`config.mk`:
```
export PLATFORM = sky130hd
export DESIGN_NAME = hysteresis_alert_flasher_unit
export DESIGN_NICKNAME = d
export VERILOG_FILES = /design/src/hw/rtl/hafu_pkg.sv /design/src/hw/rtl/hafu_alu.sv /design/src/hw/rtl/hafu_core.sv /design/src/hw/rtl/hysteresis_alert_flasher_unit.sv
export SDC_FILE = /design/constraint.sdc
export NUM_CORES = 1
export LEC_CHECK = 0
export ABC_CLOCK_PERIOD_IN_PS = 5300
export BUFFER_PORTS_ARGS = -buffer_cell sky130_fd_sc_hd__buf_2
export CORE_MARGIN = 5
export CORE_UTILIZATION = 53
export CTS_CLUSTER_DIAMETER = 100
export DETAILED_ROUTE_END_ITERATION = 10
export PLACE_DENSITY = 0.73
export SLEW_MARGIN = 20
export SYNTH_ARGS = -nofsm -noshare
export SYNTH_HDL_FRONTEND = slang
export SYNTH_SLANG_ARGS = --single-unit
export TNS_END_PERCENT = 50
```
`constraint.sdc`:
```
create_clock -name i_clk -period 5.3 [get_ports i_clk]
set_clock_uncertainty 0.05 [all_clocks]
set_input_delay 0.265 -clock i_clk [delete_from_list [all_inputs] [get_ports i_clk]]
set_output_delay 0.265 -clock i_clk [all_outputs]
set_load 0.005 [all_outputs]
```
`src/hw/rtl/hafu_pkg.sv`:
```
// Package with the shared types and constants of the hysteresis alert flasher.
`timescale 1ns / 1ps

package hafu_pkg;

    localparam int unsigned LevelWidth = 32;
    localparam int unsigned TimeWidth  = 32;
    localparam int unsigned HalfWidth  = 16;
    localparam int unsigned ColorWidth = 24;
    localparam int unsigned AluWidth   = LevelWidth + 1;
    localparam int unsigned IndexWidth = 3;
    localparam int unsigned DataWidth  = 32;
    localparam int unsigned CountWidth = $clog2(TimeWidth);

    localparam logic [IndexWidth-1:0] RegEnabled       = 3'd0;
    localparam logic [IndexWidth-1:0] RegTripLevel     = 3'd1;
    localparam logic [IndexWidth-1:0] RegReleaseLevel  = 3'd2;
    localparam logic [IndexWidth-1:0] RegHalfPeriodMs  = 3'd3;
    localparam logic [IndexWidth-1:0] RegAlertColor    = 3'd4;
    localparam logic [IndexWidth-1:0] RegNoSignalColor = 3'd5;

    typedef struct packed {
        logic                         enabled;
        logic signed [LevelWidth-1:0] trip_level;
        logic signed [LevelWidth-1:0] release_level;
        logic [HalfWidth-1:0]         half_period_ms;
        logic [ColorWidth-1:0]        alert_color;
        logic [ColorWidth-1:0]        no_signal_color;
    } t_cfg;

    typedef struct packed {
        logic [AluWidth-1:0] a;
        logic [AluWidth-1:0] b;
    } t_alu_req;

    typedef struct packed {
        logic [AluWidth-1:0] diff;
        logic                lt;
    } t_alu_rsp;

    typedef enum logic [5:0] {
        S_IDLE  = 6'b000001,
        S_CLAMP = 6'b000010,
        S_TRIP  = 6'b000100,
        S_REL   = 6'b001000,
        S_DIV   = 6'b010000,
        S_DONE  = 6'b100000
    } t_state;

endpackage

```
`src/hw/rtl/hafu_alu.sv`:
```
// Shared subtractor that serves every compare and every divider step.
`timescale 1ns / 1ps

module hafu_alu (
    input  hafu_pkg::t_alu_req i_req,
    output hafu_pkg::t_alu_rsp o_rsp
);

    logic [hafu_pkg::AluWidth-1:0] diff;

    assign diff       = i_req.a - i_req.b;
    assign o_rsp.diff = diff;
    assign o_rsp.lt   = diff[hafu_pkg::AluWidth-1];

endmodule

```
`src/hw/rtl/hafu_core.sv`:
```
// Sequencer that holds the alert latch and drives the shared subtractor.
`timescale 1ns / 1ps

module hafu_core (
    input  logic                                i_clk,
    input  logic                                i_rst_n,
    input  hafu_pkg::t_cfg                      i_cfg,
    input  logic                                i_start,
    input  logic signed [hafu_pkg::LevelWidth-1:0] i_value,
    input  logic                                i_valid,
    input  logic [hafu_pkg::TimeWidth-1:0]      i_now,
    output logic                                o_idle,
    output logic                                o_res_valid,
    input  logic                                i_res_ready,
    output logic [hafu_pkg::ColorWidth-1:0]     o_color,
    output logic                                o_latched
);

    hafu_pkg::t_state                     r_state, n_state;
    logic                                 r_active, n_active;
    logic signed [hafu_pkg::LevelWidth-1:0] r_value, n_value;
    logic signed [hafu_pkg::LevelWidth-1:0] r_rel, n_rel;
    logic                                 r_ge, n_ge;
    logic [hafu_pkg::TimeWidth-1:0]       r_now, n_now;
    logic [hafu_pkg::HalfWidth-1:0]       r_rem, n_rem;
    logic [hafu_pkg::CountWidth-1:0]      r_cnt, n_cnt;
    logic [hafu_pkg::ColorWidth-1:0]      r_color, n_color;
    hafu_pkg::t_alu_req                   alu_req;
    hafu_pkg::t_alu_rsp                   alu_rsp;
    logic                                 latch_next;

    hafu_alu u_alu (
        .i_req (alu_req),
        .o_rsp (alu_rsp)
    );

    always_comb begin
        alu_req = '0;
        case (r_state)
            hafu_pkg::S_CLAMP: begin
                alu_req.a = {i_cfg.trip_level[hafu_pkg::LevelWidth-1], i_cfg.trip_level};
                alu_req.b = {i_cfg.release_level[hafu_pkg::LevelWidth-1],
                             i_cfg.release_level};
            end
            hafu_pkg::S_TRIP: begin
                alu_req.a = {r_value[hafu_pkg::LevelWidth-1], r_value};
                alu_req.b = {i_cfg.trip_level[hafu_pkg::LevelWidth-1], i_cfg.trip_level};
            end
            hafu_pkg::S_REL: begin
                alu_req.a = {r_value[hafu_pkg::LevelWidth-1], r_value};
                alu_req.b = {r_rel[hafu_pkg::LevelWidth-1], r_rel};
            end
            hafu_pkg::S_DIV: begin
                alu_req.a = {{(hafu_pkg::AluWidth-hafu_pkg::HalfWidth-1){1'b0}},
                             r_rem, r_now[hafu_pkg::TimeWidth-1]};
                alu_req.b = {{(hafu_pkg::AluWidth-hafu_pkg::HalfWidth){1'b0}},
                             i_cfg.half_period_ms};
            end
            default: alu_req = '0;
        endcase
    end

    assign latch_next = r_active ? !alu_rsp.lt : r_ge;

    always_comb begin
        n_state  = r_state;
        n_active = r_active;
        n_value  = r_value;
        n_rel    = r_rel;
        n_ge     = r_ge;
        n_now    = r_now;
        n_rem    = r_rem;
        n_cnt    = r_cnt;
        n_color  = r_color;
        case (r_state)
            hafu_pkg::S_IDLE: begin
                if (i_start) begin
                    n_value = i_value;
                    n_now   = i_now;
                    if (!i_cfg.enabled) begin
                        n_active = 1'b0;
                        n_color  = '0;
                        n_state  = hafu_pkg::S_DONE;
                    end else if (!i_valid) begin
                        n_active = 1'b0;
                        n_color  = i_cfg.no_signal_color;
                        n_state  = hafu_pkg::S_DONE;
                    end else begin
                        n_state = hafu_pkg::S_CLAMP;
                    end
                end
            end
            hafu_pkg::S_CLAMP: begin
                n_rel   = alu_rsp.lt ? i_cfg.trip_level : i_cfg.release_level;
                n_state = hafu_pkg::S_TRIP;
            end
            hafu_pkg::S_TRIP: begin
                n_ge    = !alu_rsp.lt;
                n_state = hafu_pkg::S_REL;
            end
            hafu_pkg::S_REL: begin
                n_active = latch_next;
                n_rem    = '0;
                n_cnt    = hafu_pkg::CountWidth'(hafu_pkg::TimeWidth - 1);
                if (!latch_next) begin
                    n_color = '0;
                    n_state = hafu_pkg::S_DONE;
                end else if (i_cfg.half_period_ms == '0) begin
                    n_color = i_cfg.alert_color;
                    n_state = hafu_pkg::S_DONE;
                end else begin
                    n_state = hafu_pkg::S_DIV;
                end
            end
            hafu_pkg::S_DIV: begin
                n_rem = alu_rsp.lt ? {r_rem[hafu_pkg::HalfWidth-2:0],
                                      r_now[hafu_pkg::TimeWidth-1]}
                                   : alu_rsp.diff[hafu_pkg::HalfWidth-1:0];
                n_now = {r_now[hafu_pkg::TimeWidth-2:0], 1'b0};
                n_cnt = r_cnt - 1'b1;
                if (r_cnt == '0) begin
                    n_color = alu_rsp.lt ? i_cfg.alert_color : '0;
                    n_state = hafu_pkg::S_DONE;
                end
            end
            hafu_pkg::S_DONE: begin
                if (i_res_ready) begin
                    n_state = hafu_pkg::S_IDLE;
                end
            end
            default: n_state = hafu_pkg::S_IDLE;
        endcase
    end

    always_ff @(posedge i_clk) begin
        if (!i_rst_n) begin
            r_state  <= hafu_pkg::S_IDLE;
            r_active <= 1'b0;
        end else begin
            r_state  <= n_state;
            r_active <= n_active;
        end
        r_value <= n_value;
        r_rel   <= n_rel;
        r_ge    <= n_ge;
        r_now   <= n_now;
        r_rem   <= n_rem;
        r_cnt   <= n_cnt;
        r_color <= n_color;
    end

    assign o_idle      = (r_state == hafu_pkg::S_IDLE);
    assign o_res_valid = (r_state == hafu_pkg::S_DONE);
    assign o_color     = r_color;
    assign o_latched   = r_active;

endmodule

```
`src/hw/rtl/hysteresis_alert_flasher_unit.sv`:
```
// Top level of the hysteresis alert flasher with registers and output stage.
`timescale 1ns / 1ps

// Channel   Direction  Handshake                  Payload
// input     slave      i_s_tvalid / o_s_tready     i_s_tdata, i_s_tuser
// result    master     o_m_tvalid / i_m_tready     o_m_tdata
// config    slave      i_cfg_valid / o_cfg_ready   i_cfg_index, i_cfg_data
//
// When enabled, valid and latched with a non-zero half period, an item runs the
// one-bit-per-cycle division of the timestamp on the shared subtractor. Reset
// is synchronous and clears the latch, state, config and output valid flag. A
// result waits in the output register while the next item is taken; a stalled
// result holds the sequencer once it has finished.

module hysteresis_alert_flasher_unit (
    input  logic        i_clk,
    input  logic        i_rst_n,
    input  logic        i_s_tvalid,
    output logic        o_s_tready,
    input  logic [63:0] i_s_tdata,   // [31:0] sample_value, [63:32] now_ms
    input  logic        i_s_tuser,   // [0] sample_valid
    output logic        o_m_tvalid,
    input  logic        i_m_tready,
    output logic [31:0] o_m_tdata,   // [23:0] pixel_color, [24] alert_latched, rest zero
    input  logic        i_cfg_valid,
    output logic        o_cfg_ready,
    input  logic [hafu_pkg::IndexWidth-1:0] i_cfg_index,
    input  logic [hafu_pkg::DataWidth-1:0]  i_cfg_data
);

    hafu_pkg::t_cfg                     r_cfg;
    logic                               r_out_valid;
    logic [hafu_pkg::ColorWidth-1:0]    r_out_color;
    logic                               r_out_latched;
    logic                               core_idle;
    logic                               core_res_valid;
    logic                               res_ready;
    logic [hafu_pkg::ColorWidth-1:0]    core_color;
    logic                               core_latched;
    logic                               in_accept;

    assign o_cfg_ready = 1'b1;
    assign o_s_tready  = core_idle;
    assign in_accept   = i_s_tvalid && core_idle;
    assign res_ready   = !r_out_valid || i_m_tready;

    hafu_core u_core (
        .i_clk       (i_clk),
        .i_rst_n     (i_rst_n),
        .i_cfg       (r_cfg),
        .i_start     (in_accept),
        .i_value     (i_s_tdata[31:0]),
        .i_valid     (i_s_tuser),
        .i_now       (i_s_tdata[63:32]),
        .o_idle      (core_idle),
        .o_res_valid (core_res_valid),
        .i_res_ready (res_ready),
        .o_color     (core_color),
        .o_latched   (core_latched)
    );

    always_ff @(posedge i_clk) begin
        if (!i_rst_n) begin
            r_cfg <= '0;
        end else if (i_cfg_valid) begin
            case (i_cfg_index)
                hafu_pkg::RegEnabled:       r_cfg.enabled         <= i_cfg_data[0];
                hafu_pkg::RegTripLevel:     r_cfg.trip_level      <= i_cfg_data;
                hafu_pkg::RegReleaseLevel:  r_cfg.release_level   <= i_cfg_data;
                hafu_pkg::RegHalfPeriodMs:
                    r_cfg.half_period_ms <= i_cfg_data[hafu_pkg::HalfWidth-1:0];
                hafu_pkg::RegAlertColor:
                    r_cfg.alert_color <= i_cfg_data[hafu_pkg::ColorWidth-1:0];
                hafu_pkg::RegNoSignalColor:
                    r_cfg.no_signal_color <= i_cfg_data[hafu_pkg::ColorWidth-1:0];
                default: r_cfg <= r_cfg;
            endcase
        end
    end

    always_ff @(posedge i_clk) begin
        if (!i_rst_n) begin
            r_out_valid <= 1'b0;
        end else if (core_res_valid && res_ready) begin
            r_out_valid <= 1'b1;
        end else if (i_m_tready) begin
            r_out_valid <= 1'b0;
        end
        if (core_res_valid && res_ready) begin
            r_out_color   <= core_color;
            r_out_latched <= core_latched;
        end
    end

    assign o_m_tvalid = r_out_valid;
    assign o_m_tdata  = {7'b0, r_out_latched, r_out_color};

endmodule
```
Yosys cells after proc, flatten, opt, wreduce, memory -nomap -nowiden
Cells that the tools add are included.
Word-level totals
  bits in registers: 304
  bits in latches: 0
  bits in writable memories: 0
  memory bits (read-only): 0
  output and inout port bits: 35
  memories: 0
Operators by class
  $add $sub $neg: 2
  $mul: 0
  divide/modulo/power cells: 0
  magnitude comparators: 0
  eq/ne operators: 16
  shift-type cells: 0
  multiplexer cells: 30
  bitwise gates (word level): 0
  reductions and logical operators: 24
Operator list (number)
  $pmux 66 s4: 1
  $mux 24: 7
  $pmux 24 s3: 1
  $mux 32: 2
  $pmux 32 s2: 1
  $mux 6: 7
  $pmux 6 s6: 1
  $sub 33x33->33: 1
  $pmux 16 s2: 1
  $logic_not 16->1: 1
  $mux 16: 1
  $reduce_and 2->1: 8
  $pmux 5 s2: 1
  $reduce_bool 2->1: 4
  $eq 3x2->1 const B: 2
  $eq 3x3->1 const B: 2
  $eq 6x1->1 const B: 1
  $eq 6x2->1 const B: 1
  $eq 6x3->1 const B: 1
  $eq 6x4->1 const B: 1
  $eq 6x5->1 const B: 1
  $eq 6x6->1 const B: 1
  $mux 1: 6
  $ne 2x1->1 const B: 3
  other kinds (12): 16

Longest topological paths before layout
  word-level depth: 7
  gate-level depth with buffers: 20
  depth with buffers taken out: 16

Cells and area by module
A second synthesis with hierarchy kept.
Second synthesis, totals
  cells, all modules: 1381
  area, all modules: 14853.0 um^2
Modules (own cells, without submodules)
  hafu_core: instances 1, cells each 572, area each 7083.0 um^2, seq. area each 4404.2 um^2
  hysteresis_alert_flasher_unit: instances 1, cells each 501, area each 5714.2 um^2, seq. area each 3353.2 um^2
  hafu_alu: instances 1, cells each 308, area each 2055.7 um^2, seq. area each 0.0 um^2

Worst setup path before layout
No wires, ideal clock.
  kind: reg-to-reg
  from: reg u_core.r_state[5]
  to: reg u_core.r_color, in the netlist u_core.o_color[0], enable pin
  setup time: 0.383 ns
  arrival time: 4.782 ns
  required time: 4.867 ns
  setup slack: 0.085 ns
  cell stages (with the launch flop): 18
  buffers on the path: 2
  cell sequence: dfxtp_1 > or4_1 > nor3b_1 > clkbuf_1 > buf_2 > a22oi_1 > nand2_1 > ha_1 > inv_1 > fa_1 > a211oi_2 > o21ai_1 > a211oi_2 > o22ai_1 > o2bb2ai_1 > nor2b_1 > nand2b_1 > and3_1
On the way
  cells in the longest elaborated chain, start to end: 7
  elaborated cells on any way between the ends: 16
  those cells by class: 1 x add/sub; 9 x eq/ne; 2 x mux; 4 x reduce/logical
RTL lines
  start: declaration: line hafu_core.sv:19  | hafu_pkg::t_state r_state, n_state;
  start signal: assignment: line hafu_core.sv:137  | r_state <= hafu_pkg::S_IDLE;
  start signal: assignment: line hafu_core.sv:140  | r_state <= n_state;
  $eq 6x5->1, or another cell as far along: line hafu_core.sv:39, hafu_core.sv:75
  $pmux 66 s4: line hafu_core.sv:39  | case (r_state)
  $sub 33x33->33: line hafu_alu.sv:11  | assign diff = i_req.a - i_req.b;
  $logic_not 1->1: line hafu_core.sv:63  | assign latch_next = r_active ? !alu_rsp.lt : r_ge;
  $mux 1: line hafu_core.sv:63
  $ne 3x3->1 (no line)
  $reduce_and 5->1 (no line) *
  end signal: assignment: line hafu_core.sv:149  | r_color <= n_color;
  end: declaration: line hafu_core.sv:27  | logic [hafu_pkg::ColorWidth-1:0] r_color, n_color;
Every way passes the cells marked *; elsewhere a longest branch is shown, timed or not.
A chain may end at the register's enable or synchronous reset.

Worst setup path in the final report
  from: reg u_core.r_state[5]
  to: reg u_core.r_color, in the netlist u_core.o_color[7] (data pin)
On the way
  cells in the longest elaborated chain, start to end: 7
  elaborated cells on any way between the ends: 13
  those cells by class: 1 x add/sub; 5 x eq/ne; 6 x mux; 1 x reduce/logical
RTL lines
  $eq 6x5->1, or another cell as far along: line hafu_core.sv:39, hafu_core.sv:75
  $pmux 66 s4: line hafu_core.sv:39
  $sub 33x33->33: line hafu_alu.sv:11
  $logic_not 1->1: line hafu_core.sv:63
  $mux 1: line hafu_core.sv:63
  $mux 24: line hafu_core.sv:105  | if (!latch_next) begin
  $pmux 24 s3 *: line hafu_core.sv:75  | case (r_state)
  via u_core.n_color (one bit): line hafu_core.sv:27
The timed path passes the listed nets; every way through them passes the cells marked *. The select of a mux whose other input is x is not followed.

==> summary.md <==
| Metric | Value |
|---|---|
| Share of layout cells above drive strength 1 | 13.8% |
| Final period util | 89.2% |
| Largest net degree at the start of global routing | 75 |
| Psw | 1080 µW |
| CTS tree | yes |
| Sequential area share after synthesis | 57.1% |
| RePlAce Congestion | 0.917 |
| Synth Warn # | 0 |
| Clock share of power | 43.7% |
| I/O pin count | 140 |
| DR WL/cell | 18.2 µm |
| GRT overflow | 0 |
| Worst skew pair latency | 510 ps |
| Max stage delay on crit path | 610 ps |
| Initial Util | 53.8% |
| CTS Buf Count | 34 |
| Root Driver | clkbuf_16 |
| Die H | 170 µm |
| Antenna Nets Post-Route | 0 |
| Sw frac | 21.2% |
| Slew Limit Headroom | 31.8% |
| Reg power frac | 51.3% |
| Post-route cell area | 16300 µm² |
| Leak pwr | 0.00621 µW |
| Post-synth EDFFs | 167 |
| IR drop worst, VDD | 0.000276 V |
| Die width | 170 µm |
| Hold path start | i_cfg_data[22] |
| Post-synthesis async set-or-reset flop share | 0% |
| R2r setup slk | 570 ps |
| Routed vias/inst | 5.66 |
| CTS max path bufs | 3 |
| Final Max Slew Viols | 0 |
| Worst setup EP type | flop |
| Final WL | 34500 µm |
| DRC Markers | 0 |
| Final Hold Viols | 0 |
| Port Buffers | 131 |
| Fill cell count | 2036 |
| Power Internal | 4000 µW |
| Hold Path Cell Cnt | 3 |
| Final nets | 1682 |
| RSZ-0062 raised after global routing | no |
| Status | completed |
| Hold Crit Class | in2reg |
| Setup TNS | 0 ps |
| Avg Inst Size Synth | 9.96 µm² |
| Unique masters post-synth | 56 |
| Max-Cap Viols | 0 |
| Site Rows | 58 |
| Die ar. | 29000 µm² |
| Max Freq | 212 MHz |
| Core area | 25300 µm² |
| Top-area cell type share of the netlist area | 36.9% |
| Crit path time final | 4730 ps |
| Combinational Power Share | 5.0% |
| Most used DFF post-synth | edfxtp_1 |
| Vias | 10700 |
| Cell at the slowest stage of the critical path | or4_1 |
| Hold Path Sink | r_cfg[22]$_SDFFE_PN0P_ |
| H-tree depth | 2 |
| Synthesized area | 13600 µm² |
| P per Cell Area | 312 nW/µm² |
| Synth area leaders | edfxtp_1 37%, dfxtp_1 20%, nand2_1 14% |
| Clock sinks | 304 |
| CP Max Fanout | 24 |
| Syn Inst Count | 1365 |
| Synth area leader | edfxtp_1 |
| Worst-path clk slew | 60 ps |
| Reg2Reg Depth | 14 |
| Router iterations before antenna repair | 10 |
| CP Class | reg2reg |
| Cell total after placement | 1759 |
| Yosys reg bits | 304 |
| Tot GR Track Use | 23.8% |
| Worst EP required | 5610 ps |
| Most common cell after layout, fill and taps aside | nand2_1 |
| Fin cells | 1898 |
| Worst path arrival time | 5040 ps |
| P&R area growth vs syn | 20.0% |
| Ant diodes | 0 |
| Setup Viol. Count Final | 0 |
| Placed inst area | 14500 µm² |
| Most frequent cells in the layout | 493 x nand2_1, 167 x edfxtp_1, 137 x dfxtp_1 |
| Worst-path cell chain | or4_1 > nor3b_2 > buf_4 > a221oi_1 > fa_1 > a211oi_2 > o21ai_1 > a211oi_2 > o22ai_1 > nor2_1 > xnor2_2 > inv_2 > o21ai_4 > a22o_1 |
| Hpwl dp | 21800 µm |
| Initial DRC Count | 1007 |
| First-pass GRT wire length | 55900 µm |
| Worst Max-Slew Pin Slew | 1020 ps |
| Vias in the first global route | 10900 |
| Reg-to-reg endpoint | u_core.o_color[7]$_DFFE_PP_ |
| Critical register-to-register path startpoint | u_core.r_state[5]$_SDFFE_PN0P_ |
| Initial antenna violation count | 0 |
| Startpoint types | flop |
| Top cell by count, worst path | a211oi_2 |
## layer usage
metal,vias up,GRT usage [%],wire (µm)
met5,-,0,0
met4,0,9.90,1360
met3,95,3.62,2100
met2,406,41.4,17400
met1,5087,29.8,13700
li1,5154,-,-
## critical path: cells and delay by family, from the launching register on
kind / cells / cell delay [ps]
adder cells (fa/ha/maj): 1 / 500
buffers and inverters: 2 / 390
XOR/XNOR: 1 / 150
AO/OA/AOI/OAI: 7 / 2010
flip-flops: 1 / 330
AND/OR/NAND/NOR: 3 / 1150
## power by group through the flow
stage | Combinational [µW] | Sequential, µW | Clock [µW]
floorplan | 109 | 2640 | 0
global placement | 202 | 2650 | 0
detailed placement | 208 | 2660 | 0
CTS | 253 | 2610 | 2260
global route | 279 | 2610 | 2370
finish | 254 | 2610 | 2220
## synth_stat cells (all sizes together), types with 13 or more instances
library cell / n
buf: 31
a22o: 54
clkbuf: 66
a21boi: 130
nand2: 493
a222oi: 33
a221oi: 15
inv: 32
ha: 33
nand3: 13
dfxtp: 137
edfxtp: 167
nor2: 15
a21oi: 30
## logic make-up after synthesis
logic type / Yosys count / share of synthesized area (%)
AND/OR/NAND/NOR: 576 / 17.2
AO/OA/AOI/OAI: 304 / 17.5
flip-flops: 304 / 57.1
buffers and inverters: 129 / 4.03
adder cells (fa/ha/maj): 34 / 3.18
XOR/XNOR: 15 / 0.966
other: 2 / 0.0552
multiplexers: 1 / 0.0736
## layout make-up
class,count,area [µm²],area share [%]
tap,330,413,2.53
inverter,32,120,0.736
multi-input combinational,938,5350,32.8
clock buffer,52,980,6.01
timing repair buffer,233,1620,9.93
clock inverter,9,75.1,0.460
sequential,304,7760,47.6
## registers in the layout, summed over array words and instances (netlist names), 5 cells and up
register        count
u_core.r_value     32
u_core.r_cnt        5
u_core.r_rel       32
r_cfg             129
u_core.r_state      6
u_core.r_rem       16
u_core.r_now       32
r_out_color        24
u_core.o_color     24
## worst max-delay path by stage
| stage | from | endpoint | slack, ps |
|---|---|---|---|
| 3_3_place_gp | u_core.r_state[5]$_SDFFE_PN0P_ | u_core.o_color[6]$_DFFE_PP_ | 780 |
| 4_1_cts | u_core.r_state[5]$_SDFFE_PN0P_ | u_core.o_color[7]$_DFFE_PP_ | 610 |
| 2_1_floorplan | u_core.r_state[5]$_SDFFE_PN0P_ | u_core.o_color[0]$_DFFE_PP_ | 80 |
| 3_5_place_dp | u_core.r_state[5]$_SDFFE_PN0P_ | u_core.o_color[7]$_DFFE_PP_ | 640 |
| 5_1_grt | u_core.r_state[5]$_SDFFE_PN0P_ | u_core.r_rem[11]$_SDFFCE_PP0N_ | 180 |
| 6_report | u_core.r_state[5]$_SDFFE_PN0P_ | u_core.o_color[7]$_DFFE_PP_ | 570 |
## metrics by stage
step | worst slack (ps) | hold slack [ps] | utilization (%) | total power (µW)
floorplan | 84.6 | 314 | - | 2750
detailed placement | 639 | 355 | 57.3 | 2860
CTS | 609 | 2.46 | 64.6 | 5120
global placement | 776 | 357 | 57.3 | 2860
finish | 575 | 14.3 | 64.6 | 5080
global route | 179 | 14.0 | 64.6 | 5260
## repair_timing
| action | CTS | global route |
|---|---|---|
| resized for setup | 0 | 0 |
| hold buffers | 78 | 0 |
| hold endpoints to repair | 86 | 0 |
| buffers inserted | 0 | 0 |
Note: power is estimated with default switching activity, not from simulation.
